**src/rtl/aen_pkg.sv**
```systemverilog
// Shared types, constants and name tables of the Accept-Encoding negotiator.
// Used by aen_front, aen_queue, aen_back and accept_encoding_negotiator.
// Depends on nothing.
package aen_pkg;

    localparam int CODING_COUNT = 4;
    localparam int CODE_IDX_W   = $clog2(CODING_COUNT);
    localparam int POS_W        = 4;
    localparam int Q_W          = 10;
    localparam int CHOICE_W     = 3;

    localparam logic [Q_W-1:0]      Q_ONE        = 10'd1000;
    localparam logic [CHOICE_W-1:0] CHOICE_NONE  = 3'd0;
    localparam logic [CHOICE_W-1:0] CHOICE_ERROR = 3'd5;

    localparam logic [7:0] CH_SPACE = 8'h20;
    localparam logic [7:0] CH_COMMA = 8'h2C;
    localparam logic [7:0] CH_SEMI  = 8'h3B;
    localparam logic [7:0] CH_DOT   = 8'h2E;
    localparam logic [7:0] CH_EQ    = 8'h3D;
    localparam logic [7:0] CH_Q     = 8'h71;
    localparam logic [7:0] CH_ZERO  = 8'h30;
    localparam logic [7:0] CH_NINE  = 8'h39;
    localparam logic [7:0] CH_UP_A  = 8'h41;
    localparam logic [7:0] CH_UP_Z  = 8'h5A;
    localparam logic [7:0] CASE_OFS = 8'h20;

    typedef struct packed {
        logic [7:0] lc;
        logic       present;
        logic       last;
        logic       is_space;
        logic       is_comma;
        logic       is_semi;
        logic       is_dot;
        logic       is_q;
        logic       is_eq;
        logic       is_digit;
        logic [3:0] digit;
    } token_t;

    function automatic logic [POS_W-1:0] coding_len(input logic [CODE_IDX_W-1:0] idx);
        logic [POS_W-1:0] len;
        len = '0;
        unique case (idx)
            2'd0:    len = 4'd2;
            2'd1:    len = 4'd4;
            2'd2:    len = 4'd1;
            2'd3:    len = 4'd8;
            default: len = '0;
        endcase
        return len;
    endfunction

    function automatic logic [7:0] coding_char(input logic [CODE_IDX_W-1:0] idx,
                                               input logic [POS_W-1:0] pos);
        logic [63:0] name;
        name = '0;
        unique case (idx)
            2'd0:    name = {48'h0, "rb"};
            2'd1:    name = {32'h0, "pizg"};
            2'd2:    name = {56'h0, "*"};
            2'd3:    name = "ytitnedi";
            default: name = '0;
        endcase
        return (pos < 4'd8) ? name[pos[2:0]*8 +: 8] : 8'h00;
    endfunction

endpackage

```
**src/rtl/accept_encoding_negotiator.sv**
```systemverilog
// Accept-Encoding negotiator: one header byte per cycle in, one choice per header out.
// The last byte passes the front register and queue; aen_back then registers the choice.
// One byte per cycle while full is low; full rises when the queue fills or a choice waits.
// Reset (rst_n low, asynchronous) empties the front stage and the queue and clears the parser; no sweep.
// Depends on aen_pkg, aen_front, aen_queue and aen_back.
module accept_encoding_negotiator (
    input  logic                         clk,
    input  logic                         rst_n,
    input  logic                         push,
    output logic                         full,
    input  logic [7:0]                   header_byte,
    input  logic                         byte_present,
    input  logic                         last,
    output logic                         empty,
    input  logic                         pop,
    output logic [aen_pkg::CHOICE_W-1:0] choice
);
    import aen_pkg::*;

    logic   f_push;
    token_t f_tok;
    logic   q_full;
    logic   q_pop;
    token_t q_tok;
    logic   q_empty;

    aen_front u_front (
        .clk          (clk),
        .rst_n        (rst_n),
        .push         (push),
        .full         (full),
        .header_byte  (header_byte),
        .byte_present (byte_present),
        .last         (last),
        .tok_push     (f_push),
        .tok          (f_tok),
        .tok_full     (q_full)
    );

    aen_queue u_queue (
        .clk     (clk),
        .rst_n   (rst_n),
        .wr_en   (f_push),
        .wr_data (f_tok),
        .q_full  (q_full),
        .rd_en   (q_pop),
        .rd_data (q_tok),
        .q_empty (q_empty)
    );

    aen_back u_back (
        .clk       (clk),
        .rst_n     (rst_n),
        .tok       (q_tok),
        .tok_empty (q_empty),
        .tok_pop   (q_pop),
        .empty     (empty),
        .pop       (pop),
        .choice    (choice)
    );

endmodule

```
**src/rtl/aen_front.sv**
```systemverilog
// Input stage: registers one header byte per request and classifies it.
// Depends on aen_pkg.
module aen_front (
    input  logic            clk,
    input  logic            rst_n,
    input  logic            push,
    output logic            full,
    input  logic [7:0]      header_byte,
    input  logic            byte_present,
    input  logic            last,
    output logic            tok_push,
    output aen_pkg::token_t tok,
    input  logic            tok_full
);
    import aen_pkg::*;

    logic   valid_reg;
    logic   valid_next;
    token_t tok_reg;
    token_t tok_next;
    logic   accept;

    assign full     = valid_reg && tok_full;
    assign accept   = push && !full;
    assign tok_push = valid_reg && !tok_full;
    assign tok      = tok_reg;

    always_comb
    begin
        tok_next          = tok_reg;
        valid_next        = accept || (valid_reg && tok_full);
        if (accept)
        begin
            tok_next.lc       = (header_byte >= CH_UP_A && header_byte <= CH_UP_Z) ?
                                header_byte + CASE_OFS : header_byte;
            tok_next.present  = byte_present;
            tok_next.last     = last;
            tok_next.is_space = (header_byte == CH_SPACE);
            tok_next.is_comma = (header_byte == CH_COMMA);
            tok_next.is_semi  = (header_byte == CH_SEMI);
            tok_next.is_dot   = (header_byte == CH_DOT);
            tok_next.is_q     = (header_byte == CH_Q);
            tok_next.is_eq    = (header_byte == CH_EQ);
            tok_next.is_digit = (header_byte >= CH_ZERO && header_byte <= CH_NINE);
            tok_next.digit    = 4'(header_byte - CH_ZERO);
        end
    end

    always_ff @(posedge clk or negedge rst_n)
    begin
        if (!rst_n)
        begin
            valid_reg <= 1'b0;
        end
        else
        begin
            valid_reg <= valid_next;
        end
    end

    always_ff @(posedge clk)
    begin
        tok_reg <= tok_next;
    end

    assert property (@(posedge clk) disable iff (!rst_n)
        valid_reg && tok_full |=> valid_reg && $stable(tok_reg))
        else $error("front stage lost a held request");

    assert property (@(posedge clk) disable iff (!rst_n)
        full |-> valid_reg)
        else $error("front stage full while empty");

    assert property (@(posedge clk) disable iff (!rst_n)
        accept |=> valid_reg)
        else $error("accepted request not held");

endmodule

```
**src/rtl/aen_queue.sv**
```systemverilog
// Two-entry token queue between the front stage and the parser.
// Depends on aen_pkg.
module aen_queue (
    input  logic            clk,
    input  logic            rst_n,
    input  logic            wr_en,
    input  aen_pkg::token_t wr_data,
    output logic            q_full,
    input  logic            rd_en,
    output aen_pkg::token_t rd_data,
    output logic            q_empty
);
    import aen_pkg::*;

    token_t     mem [2];
    logic       wr_ptr_reg;
    logic       wr_ptr_next;
    logic       rd_ptr_reg;
    logic       rd_ptr_next;
    logic [1:0] count_reg;
    logic [1:0] count_next;
    logic       do_wr;
    logic       do_rd;

    assign q_full  = (count_reg == 2'd2);
    assign q_empty = (count_reg == 2'd0);
    assign do_wr   = wr_en && !q_full;
    assign do_rd   = rd_en && !q_empty;
    assign rd_data = mem[rd_ptr_reg];

    always_comb
    begin
        wr_ptr_next = do_wr ? !wr_ptr_reg : wr_ptr_reg;
        rd_ptr_next = do_rd ? !rd_ptr_reg : rd_ptr_reg;
        count_next  = count_reg + 2'(do_wr) - 2'(do_rd);
    end

    always_ff @(posedge clk or negedge rst_n)
    begin
        if (!rst_n)
        begin
            wr_ptr_reg <= 1'b0;
            rd_ptr_reg <= 1'b0;
            count_reg  <= 2'd0;
        end
        else
        begin
            wr_ptr_reg <= wr_ptr_next;
            rd_ptr_reg <= rd_ptr_next;
            count_reg  <= count_next;
        end
    end

    always_ff @(posedge clk)
    begin
        if (do_wr)
        begin
            mem[wr_ptr_reg] <= wr_data;
        end
    end

    assert property (@(posedge clk) disable iff (!rst_n)
        count_reg != 2'd3)
        else $error("queue count beyond depth");

    assert property (@(posedge clk) disable iff (!rst_n)
        (count_reg == 2'd0 || count_reg == 2'd2) |-> (wr_ptr_reg == rd_ptr_reg))
        else $error("queue pointers disagree with count");

    assert property (@(posedge clk) disable iff (!rst_n)
        do_wr && !do_rd |=> count_reg == $past(count_reg) + 2'd1)
        else $error("queue write not counted");

endmodule

```
**src/rtl/aen_back.sv**
```systemverilog
// Parser: walks tokens through the Accept-Encoding grammar, tracks the best
// quality and registers one choice per header. Depends on aen_pkg.
module aen_back (
    input  logic                            clk,
    input  logic                            rst_n,
    input  aen_pkg::token_t                 tok,
    input  logic                            tok_empty,
    output logic                            tok_pop,
    output logic                            empty,
    input  logic                            pop,
    output logic [aen_pkg::CHOICE_W-1:0]    choice
);
    import aen_pkg::*;

    typedef enum logic [2:0] {
        PH_NAME,
        PH_AFTER_SEMI,
        PH_EXPECT_Q,
        PH_EXPECT_EQ,
        PH_EXPECT_DIGIT,
        PH_INT,
        PH_FRAC,
        PH_REST
    } phase_t;

    phase_t                  phase_reg, phase_next;
    logic                    lead_reg, lead_next;
    logic                    pend_reg, pend_next;
    logic [POS_W-1:0]        pos_reg, pos_next;
    logic [CODING_COUNT-1:0] alive_reg, alive_next;
    logic [1:0]              ip_reg, ip_next;
    logic [Q_W-1:0]          fv_reg, fv_next;
    logic [1:0]              fd_reg, fd_next;
    logic                    above_reg, above_next;
    logic [Q_W-1:0]          best_reg, best_next;
    logic                    have_reg, have_next;
    logic [CODING_COUNT-1:0] tie_reg, tie_next;
    logic                    err_reg, err_next;
    logic                    any_reg, any_next;
    logic                    res_valid_reg, res_valid_next;
    logic [CHOICE_W-1:0]     res_reg, res_next;

    logic                    consume;
    logic                    comma_hit;
    logic                    do_end;
    phase_t                  s_phase;
    logic [POS_W-1:0]        s_pos;
    logic [CODING_COUNT-1:0] s_alive;
    logic [1:0]              s_ip;
    logic [Q_W-1:0]          s_fv;
    logic [1:0]              s_fd;
    logic                    s_above;
    logic [Q_W:0]            q_wide;
    logic [Q_W-1:0]          q;
    logic [CODING_COUNT-1:0] hit;

    assign consume = !tok_empty && !(tok.last && res_valid_reg && !pop);
    assign tok_pop = consume;
    assign empty   = !res_valid_reg;
    assign choice  = res_reg;

    always_comb
    begin
        phase_next     = phase_reg;
        lead_next      = lead_reg;
        pend_next      = pend_reg;
        pos_next       = pos_reg;
        alive_next     = alive_reg;
        ip_next        = ip_reg;
        fv_next        = fv_reg;
        fd_next        = fd_reg;
        above_next     = above_reg;
        best_next      = best_reg;
        have_next      = have_reg;
        tie_next       = tie_reg;
        err_next       = err_reg;
        any_next       = any_reg;
        res_next       = res_reg;
        res_valid_next = res_valid_reg && !pop;
        comma_hit      = 1'b0;
        q_wide         = '0;
        q              = '0;
        hit            = '0;

        if (consume && tok.present)
        begin
            any_next = 1'b1;
            if (!err_reg)
            begin
                if (tok.is_comma)
                begin
                    comma_hit  = 1'b1;
                    phase_next = PH_NAME;
                    lead_next  = 1'b0;
                    pend_next  = 1'b0;
                    pos_next   = '0;
                    alive_next = '1;
                    ip_next    = '0;
                    fv_next    = '0;
                    fd_next    = '0;
                    above_next = 1'b0;
                end
                else if (phase_reg == PH_NAME)
                begin
                    if (tok.is_semi)
                    begin
                        phase_next = PH_AFTER_SEMI;
                    end
                    else if (tok.is_space)
                    begin
                        if (pos_reg == '0 && !lead_reg && !pend_reg)
                        begin
                            lead_next = 1'b1;
                        end
                        else
                        begin
                            if (pend_reg)
                            begin
                                alive_next = '0;
                                pos_next   = (pos_reg == '1) ? pos_reg : pos_reg + 4'd1;
                            end
                            pend_next = 1'b1;
                        end
                    end
                    else
                    begin
                        if (pend_reg)
                        begin
                            alive_next = '0;
                            pend_next  = 1'b0;
                            pos_next   = (pos_reg == '1) ? pos_reg : pos_reg + 4'd1;
                        end
                        for (int i = 0; i < CODING_COUNT; i++)
                        begin
                            if (pos_next >= coding_len(CODE_IDX_W'(i)) ||
                                coding_char(CODE_IDX_W'(i), pos_next) != tok.lc)
                            begin
                                alive_next[i] = 1'b0;
                            end
                        end
                        pos_next = (pos_next == '1) ? pos_next : pos_next + 4'd1;
                    end
                end
                else
                begin
                    unique case (phase_reg)
                        PH_AFTER_SEMI:
                        begin
                            if (tok.is_space)  phase_next = PH_EXPECT_Q;
                            else if (tok.is_q) phase_next = PH_EXPECT_EQ;
                            else               err_next   = 1'b1;
                        end
                        PH_EXPECT_Q:
                        begin
                            if (tok.is_q) phase_next = PH_EXPECT_EQ;
                            else          err_next   = 1'b1;
                        end
                        PH_EXPECT_EQ:
                        begin
                            if (tok.is_eq) phase_next = PH_EXPECT_DIGIT;
                            else           err_next   = 1'b1;
                        end
                        PH_EXPECT_DIGIT:
                        begin
                            if (tok.is_digit && tok.digit <= 4'd1)
                            begin
                                ip_next    = 2'(tok.digit);
                                phase_next = PH_INT;
                            end
                            else
                            begin
                                err_next = 1'b1;
                            end
                        end
                        PH_INT:
                        begin
                            if (tok.is_digit)
                            begin
                                if (ip_reg[0] || tok.digit > 4'd1 || above_reg)
                                begin
                                    above_next = 1'b1;
                                    ip_next    = 2'd1;
                                end
                                else
                                begin
                                    ip_next = 2'(tok.digit);
                                end
                            end
                            else if (tok.is_dot)
                            begin
                                phase_next = PH_FRAC;
                            end
                            else
                            begin
                                phase_next = PH_REST;
                            end
                        end
                        PH_FRAC:
                        begin
                            if (tok.is_digit)
                            begin
                                if (ip_reg != 2'd0 && tok.digit != 4'd0)
                                begin
                                    above_next = 1'b1;
                                end
                                if (fd_reg != 2'd3)
                                begin
                                    fv_next = Q_W'(fv_reg * 10'd10) + Q_W'(tok.digit);
                                    fd_next = fd_reg + 2'd1;
                                end
                            end
                            else
                            begin
                                phase_next = PH_REST;
                            end
                        end
                        default:
                        begin
                        end
                    endcase
                end
            end
        end

        // close the item: on a comma use the item as it stood, on last use the updated one
        s_phase = comma_hit ? phase_reg : phase_next;
        s_pos   = comma_hit ? pos_reg   : pos_next;
        s_alive = comma_hit ? alive_reg : alive_next;
        s_ip    = comma_hit ? ip_reg    : ip_next;
        s_fv    = comma_hit ? fv_reg    : fv_next;
        s_fd    = comma_hit ? fd_reg    : fd_next;
        s_above = comma_hit ? above_reg : above_next;
        do_end  = consume && !err_next && (comma_hit || tok.last);

        if (do_end)
        begin
            if (s_phase == PH_AFTER_SEMI || s_phase == PH_EXPECT_Q ||
                s_phase == PH_EXPECT_EQ || s_phase == PH_EXPECT_DIGIT)
            begin
                err_next = 1'b1;
            end
            else if (s_phase != PH_NAME && (s_above || s_ip > 2'd1))
            begin
                err_next = 1'b1;
            end
            else
            begin
                if (s_phase == PH_NAME)
                begin
                    q_wide = {1'b0, Q_ONE};
                end
                else
                begin
                    q_wide = s_ip[0] ? {1'b0, Q_ONE} : '0;
                    case (s_fd)
                        2'd1:    q_wide = q_wide + (Q_W+1)'(s_fv * 10'd100);
                        2'd2:    q_wide = q_wide + (Q_W+1)'(s_fv * 10'd10);
                        2'd3:    q_wide = q_wide + (Q_W+1)'(s_fv);
                        default: q_wide = q_wide;
                    endcase
                end
                q = q_wide[Q_W-1:0];
                for (int i = 0; i < CODING_COUNT; i++)
                begin
                    hit[i] = s_alive[i] && (coding_len(CODE_IDX_W'(i)) == s_pos);
                end
                if (hit != '0)
                begin
                    if (!have_reg || best_reg < q)
                    begin
                        have_next = 1'b1;
                        best_next = q;
                        tie_next  = hit;
                    end
                    else if (best_reg == q)
                    begin
                        tie_next = tie_reg | hit;
                    end
                end
            end
        end

        if (consume && tok.last)
        begin
            res_valid_next = 1'b1;
            if (err_next)
            begin
                res_next = CHOICE_ERROR;
            end
            else
            begin
                res_next = CHOICE_NONE;
                if (any_next && have_next)
                begin
                    for (int i = CODING_COUNT - 1; i >= 0; i--)
                    begin
                        if (tie_next[i])
                        begin
                            res_next = CHOICE_W'(i + 1);
                        end
                    end
                end
            end
            phase_next = PH_NAME;
            lead_next  = 1'b0;
            pend_next  = 1'b0;
            pos_next   = '0;
            alive_next = '1;
            ip_next    = '0;
            fv_next    = '0;
            fd_next    = '0;
            above_next = 1'b0;
            best_next  = '0;
            have_next  = 1'b0;
            tie_next   = '0;
            err_next   = 1'b0;
            any_next   = 1'b0;
        end
    end

    always_ff @(posedge clk or negedge rst_n)
    begin
        if (!rst_n)
        begin
            phase_reg     <= PH_NAME;
            lead_reg      <= 1'b0;
            pend_reg      <= 1'b0;
            pos_reg       <= '0;
            alive_reg     <= '1;
            ip_reg        <= '0;
            fv_reg        <= '0;
            fd_reg        <= '0;
            above_reg     <= 1'b0;
            best_reg      <= '0;
            have_reg      <= 1'b0;
            tie_reg       <= '0;
            err_reg       <= 1'b0;
            any_reg       <= 1'b0;
            res_valid_reg <= 1'b0;
        end
        else
        begin
            phase_reg     <= phase_next;
            lead_reg      <= lead_next;
            pend_reg      <= pend_next;
            pos_reg       <= pos_next;
            alive_reg     <= alive_next;
            ip_reg        <= ip_next;
            fv_reg        <= fv_next;
            fd_reg        <= fd_next;
            above_reg     <= above_next;
            best_reg      <= best_next;
            have_reg      <= have_next;
            tie_reg       <= tie_next;
            err_reg       <= err_next;
            any_reg       <= any_next;
            res_valid_reg <= res_valid_next;
        end
    end

    always_ff @(posedge clk)
    begin
        res_reg <= res_next;
    end

    assert property (@(posedge clk) disable iff (!rst_n)
        res_valid_reg && !pop |=> res_valid_reg && $stable(res_reg))
        else $error("pending choice dropped or changed");

    assert property (@(posedge clk) disable iff (!rst_n)
        consume && tok.last |=> !err_reg && !have_reg && !any_reg && phase_reg == PH_NAME)
        else $error("header state not cleared after last byte");

    assert property (@(posedge clk) disable iff (!rst_n)
        res_valid_reg |-> res_reg <= CHOICE_ERROR)
        else $error("choice code out of range");

    assert property (@(posedge clk) disable iff (!rst_n)
        have_reg |-> tie_reg != '0 && best_reg <= Q_ONE)
        else $error("best quality tracking inconsistent");

endmodule

```
**config.mk**
```make
export PLATFORM = sky130hd
export DESIGN_NAME = accept_encoding_negotiator
export DESIGN_NICKNAME = d
export VERILOG_FILES = /design/src/rtl/aen_pkg.sv /design/src/rtl/accept_encoding_negotiator.sv /design/src/rtl/aen_front.sv /design/src/rtl/aen_queue.sv /design/src/rtl/aen_back.sv
export SDC_FILE = /design/constraint.sdc
export NUM_CORES = 1
export LEC_CHECK = 0
export BUFFER_PORTS_ARGS = -buffer_cell sky130_fd_sc_hd__buf_2
export CAP_MARGIN = 0
export CORE_MARGIN = 2
export CORE_UTILIZATION = 55
export CTS_CLUSTER_SIZE = 20
export DETAILED_ROUTE_END_ITERATION = 16
export GPL_TIMING_DRIVEN = 0
export HOLD_SLACK_MARGIN = 0.08
export MAX_ROUTING_LAYER = met4
export PLACE_DENSITY = 0.71
export SLEW_MARGIN = 20
export SYNTH_ARGS = -nofsm -noshare
export SYNTH_HDL_FRONTEND = slang
export SYNTH_SLANG_ARGS = --single-unit
```
**constraint.sdc**
```tcl
create_clock -name clk -period 10.77 [get_ports clk]
set_input_delay 0 -clock clk [delete_from_list [all_inputs] [get_ports clk]]
set_output_delay 0 -clock clk [all_outputs]
set_load 0.005 [all_outputs]
```
Yosys cells after proc, flatten, opt, wreduce, memory -nomap -nowiden
Memories as Yosys holds them, arrays and structs flattened.
Index checks and enable logic that the tools add are counted.
{"block": "word_totals", "reg_bits": 75, "latchBits": 0, "n_memories": 1, "romBits": 0, "output_inout_bits": 5, "ram_bits": 42, "in_bits": 14}
{"name": "u_queue.mem", "words": 2, "width": 21, "read_ports": 1, "rd_ports_with_merged_regs": 0, "write_ports": 1, "line_no": "aen_queue.sv:15", "source": "token_t mem [2];"}
{"block": "classes", "shift": 4, "n_bitwise": 2, "mul": 3, "n_eq_ne": 37, "order_cmp": 13, "div_mod_pow": 0, "n_reduce_logical": 69, "add_sub_neg": 11, "n_mux": 218}
{"op": "$mux 64", "n": 24}
{"op": "$mux 4", "n": 71}
{"op": "$shiftx 64x7->8", "n": 4}
{"op": "$mux 10", "n": 20}
{"op": "$mux 1", "n": 57}
{"op": "$mux 3", "n": 18}
{"op": "$eq 8x6->1 const B", "n": 5}
{"op": "$mux 8", "n": 5}
{"op": "$mux 2", "n": 18}
{"op": "$ne 8x8->1", "n": 4}
{"op": "$add 10x10->10", "n": 3}
{"op": "$pmux 10 s3", "n": 1}
{"op": "$logic_and 1x1->1", "n": 25}
{"op": "$mul 10x3->9 const B", "n": 2}
{"op": "$pmux 3 s6", "n": 1}
{"op": "$eq 4x4->1", "n": 4}
{"op": "$ge 4x4->1", "n": 4}
{"op": "$logic_or 1x1->1", "n": 13}
{"op": "$eq 3x2->1 const B", "n": 4}
{"op": "$eq 3x3->1 const B", "n": 4}
{"op": "$logic_not 1->1", "n": 12}
{"op": "$reduce_bool 3->1", "n": 4}
{"op": "$add 10x4->10", "n": 1}
{"op": "$eq 10x10->1", "n": 1}
{"op": "other kinds (37)", "n": 52}

Logic depth before layout (Yosys ltp)
Gate-level depths: netlist of the first run.
{"block": "depth", "depth_word": 34, "depth_mapped": 40, "depth_no_buf": 38}

Modules after synthesis
Synthesis of the first run repeated with hierarchy kept, for this count alone.
{"block": "hier_totals", "hier_cells": 803, "area_unflattened_um2": 8057.7}
{"module": "aen_back", "cells_each": 660, "area_per_inst_um2": 5511.5, "seq_area_each_um2": 1246.2, "instances": 1}
{"module": "aen_queue", "cells_each": 83, "area_per_inst_um2": 1720.4, "seq_area_each_um2": 1361.3, "instances": 1}
{"module": "aen_front", "cells_each": 60, "area_per_inst_um2": 825.8, "seq_area_each_um2": 535.5, "instances": 1}

Worst setup path after synthesis of the first run
No wires, ideal clock.
{"block": "synth_path", "path_type": "register -> register", "startpoint": "register u_queue.rd_ptr_reg", "endpoint": "register u_back.res_reg[0] (netlist: u_back.choice[0]), data pin", "required_time_ns": 10.498, "path_stages_with_launch": 38, "slack_ns": 3.399, "synth_period_minus_slack_ns": 7.371, "t_arrival_ns": 7.099, "setup_time_ns": 0.272, "n_path_buf": 3, "cell_sequence": "dfrtp_1 buf_6 buf_8 mux2i_4 inv_1 ha_1 inv_1 fa_1 xnor2_1 mux2i_1 inv_1 ha_1 ha_1 fa_1 ha_1 xor2_1 nor2_1 a31oi_1 [... 2 more ...] o21ai_0 xnor2_1 xnor2_1 xnor2_1 nor3_1 nor3_1 xnor2_1 nor2_1 ha_1 a21oi_1 o21ai_0 o21ai_0 or3b_4 a31o_1 buf_6 a21oi_4 a21boi_1 o21ai_1"}
{"block": "synth_via", "elab_chain_cells": 30, "elab_cells_between_ends": 163, "cone_classes": "4 x add/sub; 2 x mul; 4 x order compare; 16 x eq/ne; 103 x mux; 1 x bitwise; 32 x reduce/logical; 1 x memory"}
{"element": "from (decl)", "line_no": "aen_queue.sv:18", "source": "logic rd_ptr_reg;"}
{"element": "from (signal assigned)", "line_no": "aen_queue.sv:49", "source": "rd_ptr_reg <= rd_ptr_next;"}
{"element": "$mem_v2 2x21 *"}
{"element": "parallel branches: the longest is 29 deep, another holds $add 10x4->10"}
{"element": "to (signal assigned)", "line_no": "aen_back.sv:363", "source": "res_reg <= res_next;"}
{"element": "to (decl)", "line_no": "aen_back.sv:41", "source": "logic [CHOICE_W-1:0] res_reg, res_next;"}
Mark *: on every way between the ends. The select of a mux whose other input is x is not followed.
A chain may end at the register's enable or synchronous reset.

Worst setup path in the final report of the first run
Same ends and word-level chain as after synthesis.

==> results of run 1 <==
## kinds of logic after synthesis
family                     synth area share (%)
and+or+nand+nor                            20.2
AOI/OAI and AO/OA                          17.9
DFF                                        36.2
buffers and inverters                      4.15
adders and majority gates                  11.2
xor gates and xnor gates                   5.42
muxes                                      5.00
## cell usage in the layout, fill, tap and decap left out, types with 6 or more instances in the layout
cell	n
buf_2	27
inv_1	43
a31oi_1	14
a211oi_1	14
nand3_1	14
nand2_1	75
nand3b_1	10
clkbuf_1	11
o21ai_1	8
xor2_1	8
nand4_1	8
ha_1	64
edfxtp_1	54
a21o_1	16
mux2_2	7
and2_1	6
mux2i_1	21
clkbuf_16	9
dlygate4sd3_1	10
nor4_1	7
nor3b_1	7
and3_1	10
xnor2_1	34
nand2b_1	19
dfrtp_1	47
a21oi_1	60
nor2_1	86
nor3_1	27
nor2b_1	10
o21ai_0	25
## cell type report
class / count / area (sq um) / area share [%]
timing repair buffer: 28 / 193 / 2.20
clock inverter: 7 / 70.1 / 0.801
clock buffer: 9 / 225 / 2.57
inverter: 44 / 165 / 1.89
multi-input combinational: 667 / 4790 / 54.8
tap: 184 / 230 / 2.63
buffer: 27 / 168 / 1.92
sequential: 105 / 2900 / 33.2
## synth_stat cells (8+ instances only)
master,instances
dfrtp_1,47
o21ai_0,25
xor2_1,8
o21ai_1,8
nand4_1,8
and3_1,10
nor2_1,87
mux2i_1,21
nand3b_1,10
ha_1,64
edfxtp_1,54
nor3_1,27
inv_1,43
a211oi_1,14
nand2b_1,19
nor2b_1,10
clkbuf_1,11
xnor2_1,34
nand2_1,75
buf_2,10
a21oi_1,60
a21o_1,16
a31oi_1,14
nand3_1,14
## worst min-delay path by stage
stage | from | end | cells past startpoint
floorplan | rst_n | u_back.above_reg$_DFF_PN0_ | 0
global placement | byte_present | u_front.tok[12]$_DFFE_PP_ | 1
detailed placement | rst_n | u_back.fv_reg[5]$_DFF_PN0_ | 1
CTS | header_byte[5] | u_front.tok[6]$_DFFE_PP_ | 3
global route | header_byte[5] | u_front.tok[6]$_DFFE_PP_ | 3
finish | header_byte[5] | u_front.tok[6]$_DFFE_PP_ | 3
## power breakdown
part           internal (uW)  switching, uW
registers                537           66.0
logic                    324            554
clock network            164            166
## critical path: cells and delay by family (launching register included)
family	cells	cell delay [ns]
AO/OA/AOI/OAI	14	2.75
XOR/XNOR	6	1.03
adder cells (fa/ha/maj)	5	1.68
buffers and inverters	4	0.82
flip-flops	1	0.46
multiplexers	2	1.03
AND/OR/NAND/NOR	6	0.99
## layer usage
layer | wire length (microns) | part of all wire (%) | GRT usage (%) | vias up
li1 | - | - | - | 3158
met4 | 651 | 3.2 | 11.0 | 0
met1 | 8570 | 43 | 33.6 | 3168
met3 | 960 | 4.8 | 3.78 | 41
met5 | 0 | 0 | - | -
met2 | 9980 | 49 | 46.4 | 227
## stage by stage
step | total power (uW) | cell area, sq um | hold WS [ns] | std cells
5_1_grt | 1930 | 8750 | 0.112 | 1071
6_report | 1810 | 8750 | 0.101 | 1071
2_1_floorplan | 1240 | 8030 | -0.296 | 843
3_3_place_gp | 1450 | 8350 | 0.178 | 1045
4_1_cts | 1810 | 8750 | 0.0813 | 1071
3_5_place_dp | 1480 | 8350 | 0.0935 | 1045
==> summary.md, run 1 <==
| Metric | Value |
|---|---|
| Fin crit period | 9.09 ns |
| Global-route wire length before repair | 33,500 microns |
| Max Freq | 110 MHz |
| Dpl ws | 1.84 ns |
| Final core utilization | 60.9% |
| Resized cells post-CTS | 0 |
| Worst hold path type | input port to flop |
| Fillers | 1,201 |
| Reg2Reg Capture Point | u_back.choice[0]$_SDFFCE_PP1P_ |
| CTS HTree Levels | 3 |
| Congestion Overflow GR | 0 |
| Final Hold Viols | 0 |
| Chip width | 125 microns |
| Die footprint | 15,600 sq um |
| Pwr Density | 207 nW/um^2 |
| Final Worst Setup Slack | 1.68 ns |
| Worst skew pair latency | 0.36 ns |
| Cells after Synth | 843 |
| RSZ-0062 raised after global routing | no |
| Via count | 6,594 |
| Net Count, Synth | 926 |
| # clock sinks | 105 |
| # rows | 44 |
| Arr. time, crit path | 9.17 ns |
| CTS max path bufs | 2 |
| Final ANT Viol Nets | 0 |
| Pin count of the biggest net entering global routing | 52 |
| Placer Congestion | 0.862 |
| Most used cell, CP | xnor2_1 |
| Critical Path Source | u_queue.rd_ptr_reg$_DFFE_PN0P_ |
| CTS tree | yes |
| Kind of critical path | flop to flop |
| Seq/Total Area, Yosys | 36.2% |
| Clk slew on worst S/H paths | 0.08 ns |
| Clk_skew | 0.0106 ns |
| Fin crit share | 84.4% |
| Slowest-stage cell, CP | mux2i_1 |
| Reg2Reg Depth | 37 |
| Final setup TNS | 0 ns |
| Area grow syn2layout | 8.98% |
| Peak VDD IR | 0.000181 V |
| Synth top area share | 20.2% |
| Synth area leaders | edfxtp_1, dfrtp_1, ha_1, nor2_1, a21oi_1 |
| WL per Instance | 18.8 microns |
| Worst-Margin Slew | 0.992 ns |
| Layout cells sized above 1 | 11.6% |
| Num CTS Buffers | 9 |
| Root Driver | clkbuf_16 |
| Synth warnings | 0 |
| Hold buffer count at cts | 10 |
| Top_reg_cell synth | edfxtp_1 |
| Detailed Route Iter0 Violations | 508 |
| Register-to-register setup slack | 1.68 ns |
| Die Y | 125 microns |
| Final setup viols | 0 |
| Vias in the first global route | 6,687 |
| Setup bufs post-CTS | 0 |
| Ys async rst share | 48.6% |
| Max Slew Vio Count | 0 |
| N_diodes | 0 |
| Crit Path Max Fanout | 10 |
| Area leader, netlist | edfxtp_1 |
| Net count, final | 965 |
| Port Buf Inserts | 18 |
| CP required | 10.86 ns |
| FF-to-FF Start | u_queue.rd_ptr_reg$_DFFE_PN0P_ |
| Drt first pass iters | 7 |
| WL final | 20,200 microns |
| Relative slew slack | 32.1% |
| CP max stage delay | 0.68 ns |
| Post-DP HPWL | 15,500 microns |
| Remaining DRCs | 0 |
| Initial Util | 55.9% |
| Syn avg cell area | 9.52 sq um |
| Vias/cell | 6.16 |
| CP endpoint kind | flop |
| Number of flip-flops under the largest register name | 34 |
| Ports | 19 |
| Worst setup SP type | flop |
| Static Leak | 0.00373 uW |
| Critical path endpoint | u_back.choice[0]$_SDFFCE_PP1P_ |
| Core ar. | 14,400 sq um |
| Yosys cell types | 98 |
| Synth Cell Area | 8030 sq um |
| Max Cap Viol | 0 |
| GRT Total Usage | 27.5% |
| Post-synth EDFFs | 54 |
| Status | complete, no violations |
| Synthesized flop and latch total | 105 |
| Initial antenna violation count | 0 |
(Power assumes the default switching activity.)
==> run 2, diff against run 1 <==
PLACE_DENSITY = 0.74   (was 0.71)
clock period = 7.5 ns   (was 10.77 ns; I/O delays follow)
==> summary.md, run 2 (synthesis gave the netlist of run 1 again) <==
| Metric | Value |
|---|---|
| Final Hold Viols | 0 (unchanged) |
| Root Driver | clkbuf_16 |
| Remaining DRCs | 0 (unchanged) |
| Chip width | 125 microns (unchanged) |
| Worst-Margin Slew | 0.829 ns (-0.163 ns) |
| Reg2Reg Capture Point | u_back.choice[0]$_SDFFCE_PP1P_ |
| Fin crit share | 98.4% (+14 points) |
| WHS Path Cells | 3 (unchanged) |
| Dpl ws | -1.26 ns (-3.09 ns) |
| Via count | 6,753 (+2.4%) |
| Peak VDD IR | 0.000278 V (+54%) |
| Status | complete, no violations |
| Post-Layout Cell Count | 1,111 (+3.7%) |
| M2 GR Usage | 41.3% (-5.1 points) |
| Most common cell after layout, fill and taps aside | nor2_1 |
| Worst setup SP type | flop |
| Hold WS | 0.0965 ns (-0.00492 ns) |
| Worst hold path type | input port to flop |
| FF-to-FF Start | u_queue.rd_ptr_reg$_DFFE_PN0P_ |
| CTS max path bufs | 2 (unchanged) |
| CTS HTree Levels | 3 (unchanged) |
| RSZ-0062 raised after global routing | yes |
| Ports | 19 (unchanged) |
| Register-to-register setup slack | 0.12 ns (-1.56 ns) |
| Initial Util | 55.9% (unchanged) |
| Pwr Density | 294 nW/um^2 (+42%) |
| Placer Congestion | 0.977 (+13%) |
| Grt met3 use | 4.12% (+0.34 points) |
| Vias in the first global route | 6,379 (-4.6%) |
| # rows | 44 (unchanged) |
| Placed cells | 1,045 (unchanged) |
| Worst skew pair latency | 0.36 ns (about the same) |
| Static Leak | 0.00395 uW (+5.9%) |
| Initial antenna violation count | 0 (unchanged) |
| Final setup TNS | 0 ns (unchanged) |
| Highest-count cells in the layout ignoring fill and taps | nor2_1, nand2_1, edfxtp_1, a21oi_1, ha_1 |
| CP endpoint kind | flop |
| Clk_skew | 0.0120 ns (+0.00145 ns) |
| Num CTS Buffers | 9 (unchanged) |
| Fillers | 1,143 (-4.8%) |
| Die footprint | 15,600 sq um (unchanged) |
| WL per Instance | 18.3 microns (-2.5%) |
| Clk slew on worst S/H paths | 0.07 ns (about the same) |
| Kind of critical path | flop to flop |
| CTS tree | yes |
| Area grow syn2layout | 18.1% |
| Number of flip-flops under the largest register name | 34 (unchanged) |
| Core ar. | 14,400 sq um (unchanged) |
| Congestion Overflow GR | 0 (unchanged) |
| Final ANT Viol Nets | 0 (unchanged) |
| Max Freq | 136 MHz (+23%) |
| Final Worst Setup Slack | 0.122 ns (-1.56 ns) |
| Arr. time, crit path | 7.46 ns (-1.71 ns) |
| Post-DP HPWL | 14,000 microns (-9.5%) |
| Layout cells sized above 1 | 21.4% (+9.7 points) |
| N_diodes | 0 (unchanged) |
| Max Cap Viol | 0 (unchanged) |
| Fin crit period | 7.38 ns (-1.71 ns) |
| Die Y | 125 microns (unchanged) |
| Detailed Route Iter0 Violations | 633 (+25%) |
| Global-route wire length before repair | 32,600 microns (-2.9%) |
| WL final | 20,400 microns (+1.1%) |
| Relative slew slack | 44.6% (+13 points) |
| GRT Total Usage | 26.4% (-1.1 points) |
| Final setup viols | 0 (unchanged) |
| Vias/cell | 6.08 (-1.3%) |
| Net count, final | 1,005 (+4.1%) |
| Crit Path Max Fanout | 6 (-4) |
| Drt first pass iters | 5 (-2) |
| CP max stage delay | 0.56 ns (-0.12 ns) |
| Pin count of the biggest net entering global routing | 52 (unchanged) |
| Source of the worst hold timing path | header_byte[5] |
| Port Buf Inserts | 18 (unchanged) |
| CP required | 7.58 ns (-3.28 ns) |
| Worst Hold End | u_front.tok[6]$_DFFE_PP_ |
| Reg2Reg Depth | 36 (-2.7%) |
| Slowest-stage cell, CP | fa_2 |
| Met1 usage | 35.9% (+2.3 points) |
| Max Slew Vio Count | 0 (unchanged) |
| Final core utilization | 65.9% (+5.1 points) |
| # clock sinks | 105 (unchanged) |
| GRT Max-Usage Layer | met2 |
run 2: cell type report:
cell class,instances,area (sq um),area share (%)
Tap cell,184,230,2.43
Sequential cell,105,2900,30.6
Clock inverter,7,82.6,0.872
Timing Repair Buffer,68,520,5.49
Inverter,44,165,1.74
Buffer,27,196,2.07
Clock buffer,9,225,2.38
Multi-Input combinational cell,667,5150,54.4
run 2: report_power, final:
part / internal, uW / switching, uW
clock network: 239 / 241
logic: 576 / 869
registers: 771 / 91.2
total: 1590 / 1200
run 2: critical path: cells and delay by family, from the launching register on:
family | cells | cell delay (ns)
multiplexers | 2 | 0.68
buffers and inverters | 7 | 0.90
adder cells (fa/ha/maj) | 4 | 1.42
XOR/XNOR | 4 | 0.63
flip-flops | 1 | 0.41
AND/OR/NAND/NOR | 7 | 1.34
AO/OA/AOI/OAI | 12 | 1.70
run 2: metal layers:
metal,vias to the layer above,wire length [microns]
met2,215,9900
met3,30,971
met4,0,348
met1,3254,9160
li1,3254,-
met5,-,0
run 2: worst max path at each step:
| stage | from | endpoint | slack [ns] |
|---|---|---|---|
| after floorplan | u_queue.rd_ptr_reg$_DFFE_PN0P_ | u_back.choice[0]$_SDFFCE_PP1P_ | 0.13 |
| after global placement | u_queue.rd_ptr_reg$_DFFE_PN0P_ | u_back.choice[0]$_SDFFCE_PP1P_ | -1.22 |
| after detailed placement | u_queue.rd_ptr_reg$_DFFE_PN0P_ | u_back.choice[0]$_SDFFCE_PP1P_ | -1.26 |
| after CTS | u_queue.rd_ptr_reg$_DFFE_PN0P_ | u_back.choice[0]$_SDFFCE_PP1P_ | 0.006 |
| after global routing | u_queue.rd_ptr_reg$_DFFE_PN0P_ | u_back.choice[0]$_SDFFCE_PP1P_ | -0.21 |
| final | u_queue.rd_ptr_reg$_DFFE_PN0P_ | u_back.choice[0]$_SDFFCE_PP1P_ | 0.12 |
run 2: through the flow:
step	area, sq um	total power (uW)
after floorplan	8030	1780
after global placement	8350	2080
after detailed placement	8350	2100
after CTS	9070	2670
after global routing	9480	2960
final	9480	2790
run 2: repair_timing:
action,in CTS,in global routing
endpoints found under the hold margin,63,0
setup endpoints to repair,17,17
setup buffers,20,18
resized for setup,39,43
pin swaps,22,37
hold buffers,11,0
cloned,0,1
==> run 3, diff against run 2 <==
BUFFER_PORTS_ARGS = -buffer_cell sky130_fd_sc_hd__buf_4   (was -buffer_cell sky130_fd_sc_hd__buf_2)
==> summary.md, run 3 (synthesis gave the netlist of run 1 again) <==
| Metric | Value |
|---|---|
| Critical path endpoint | u_back.choice[0]$_SDFFCE_PP1P_ |
| Arr. time, crit path | 7.66 ns (+0.20 ns) |
| Core ar. | 14,400 sq um (unchanged) |
| Worst-Margin Slew | 0.987 ns (+0.157 ns) |
| Slowest-stage cell, CP | fa_1 |
| # rows | 44 (unchanged) |
| Num CTS Buffers | 9 (unchanged) |
| Fin crit period | 7.58 ns (+0.200 ns) |
| WL final | 20,400 microns (+0.20%) |
| CTS max path bufs | 2 (unchanged) |
| Via count | 6,837 (+1.2%) |
| Final instance area | 9440 sq um (-0.42%) |
| Worst skew pair latency | 0.37 ns (about the same) |
| CTS tree | yes |
| Register-to-register setup slack | -0.08 ns (-0.20 ns) |
| CP max stage delay | 0.52 ns (-0.04 ns) |
| WL per Instance | 18.4 microns (+0.20%) |
| Vias/cell | 6.15 (+1.2%) |
| Most common cell after layout, fill and taps aside | nor2_1 |
| Hold WS | 0.0960 ns (-0.000492 ns) |
| Chip width | 125 microns (unchanged) |
| Global-route wire length before repair | 33,000 microns (+1.4%) |
| Layout cells sized above 1 | 19.8% (-1.5 points) |
| Number of flip-flops under the largest register name | 34 (unchanged) |
| FF-to-FF Start | u_queue.rd_ptr_reg$_DFFE_PN0P_ |
| Clk slew on worst S/H paths | 0.09 ns (+0.02 ns) |
| Max Slew Vio Count | 0 (unchanged) |
| Drt first pass iters | 5 (unchanged) |
| Remaining DRCs | 0 (unchanged) |
| Max Cap Viol | 0 (unchanged) |
| Pin count of the biggest net entering global routing | 52 (unchanged) |
| Worst hold path type | input port to flop |
| Relative slew slack | 32.5% (-12 points) |
| Failing checks | negative setup slack |
| Root Driver | clkbuf_16 |
| Max Freq | 132 MHz (-2.6%) |
| Highest-count cells in the layout ignoring fill and taps | nor2_1, nand2_1, ha_1, edfxtp_1 |
| Detailed Route Iter0 Violations | 713 (+13%) |
| Net count, final | 1,005 (unchanged) |
| Die Y | 125 microns (unchanged) |
| Initial antenna violation count | 0 (unchanged) |
| Most used cell, CP | ha_4 |
| Area grow syn2layout | 17.6% |
| Port Buf Inserts | 18 (unchanged) |
| RSZ-0062 raised after global routing | yes |
| Kind of critical path | flop to flop |
| Reg2Reg Capture Point | u_back.choice[0]$_SDFFCE_PP1P_ |
| CP endpoint kind | flop |
| Fillers | 1,142 (-0.087%) |
| Vias in the first global route | 6,414 (+0.55%) |
| Post-DP HPWL | 14,300 microns (+1.6%) |
| Source of the worst hold timing path | pop |
| Final Hold Viols | 0 (unchanged) |
| Dpl ws | -1.29 ns (-0.0373 ns) |
| Status | finished, violations left |
| Ports | 19 (unchanged) |
| N_diodes | 0 (unchanged) |
| CTS HTree Levels | 3 (unchanged) |
| Static Leak | 0.00399 uW (+0.89%) |
| Final setup viols | 2 (+2) |
| Reg2Reg Depth | 38 (+5.6%) |
| GRT Total Usage | 26.9% (+0.50 points) |
| Pwr Total | 2800 uW (+0.34%) |
| Congestion Overflow GR | 0 (unchanged) |
| # clock sinks | 105 (unchanged) |
| Peak VDD IR | 0.000206 V (-26%) |
| Critical Path Source | u_queue.rd_ptr_reg$_DFFE_PN0P_ |
| CP required | 7.59 ns (about the same) |
| Die footprint | 15,600 sq um (unchanged) |
| Placed cell areas | 8390 sq um (+0.51%) |
| Initial Util | 55.9% (unchanged) |
| Final setup TNS | -0.141 ns (-0.141 ns) |
| Fin crit share | 101% (+2.7 points) |
| Final Worst Setup Slack | -0.0779 ns (-0.200 ns) |
| Final ANT Viol Nets | 0 (unchanged) |
| Crit Path Max Fanout | 6 (unchanged) |
| Placer Congestion | 0.942 (-3.6%) |
| Worst setup SP type | flop |
| Pwr Density | 296 nW/um^2 (+0.77%) |
| Clk_skew | 0.0175 ns (+0.00550 ns) |
## run 3: cell count changes in the layout (fill, tap and decap cells not counted), sizes merged
cell / delta
inv: +2
clkinv: -1
clkinvlp: -1
clkbuf: -1
dlygate4sd3: +1
## run 3: metrics by stage
stage	std cells	utilization [%]
2_1_floorplan	843	-
3_3_place_gp	1045	58.4
3_5_place_dp	1045	58.4
4_1_cts	1091	63.6
5_1_grt	1111	65.7
6_report	1111	65.7
## run 3: how the worst min path moves through the flow
stage,endpoint,depth (start not counted)
after floorplan,u_back.above_reg$_DFF_PN0_,0
after global placement,u_back.best_reg[7]$_DFFE_PN0P_,1
after detailed placement,u_back.best_reg[7]$_DFFE_PN0P_,1
after CTS,u_front.tok[18]$_DFFE_PP_,3
after global routing,u_front.tok[6]$_DFFE_PP_,3
final,u_back.res_valid_reg$_DFF_PN0_,3
## run 3: worst max-delay path: cells and delay by family (launching register included)
kind	cells	cell delay [ns]
adder cells (fa/ha/maj)	8	2.32
AO/OA/AOI/OAI	10	1.46
XOR/XNOR	6	0.95
AND/OR/NAND/NOR	5	0.95
buffers and inverters	7	0.78
multiplexers	2	0.43
flip-flops	1	0.42
## run 3: layout make-up
class	count	area [sq um]	area share, %
repair buffers	68	571	6.05
inverters	44	165	1.75
plain buffers	27	200	2.12
flip-flops and latches	105	2900	30.8
well taps	184	230	2.44
clock buffers	9	225	2.39
clock inverters	7	83.8	0.888
multi-input cells	667	5060	53.6
## run 3: routing by layer
metal	global-route usage [%]	up-vias	wire (microns)
met3	5.28	53	1150
met1	35.2	3285	9180
met4	8.20	0	536
met5	-	-	0
li1	-	3255	-
met2	42.6	244	9550
## run 3: where the power goes
group / internal, uW / total, uW / switching [uW] / leakage, uW
clock: 242 / 493 / 251 / 0.000152
sequential: 771 / 867 / 95.9 / 0.00120
combinational: 579 / 1440 / 858 / 0.00264
total: 1590 / 2800 / 1200 / 0.00399
## run 3: timing repair
item	in CTS	in global routing
endpoints found under the hold margin	63	0
setup buffers	18	19
gates cloned	0	1
endpoints found under the setup margin	17	17
hold buffers	12	0
pin swaps	28	32
gates resized for setup	41	28
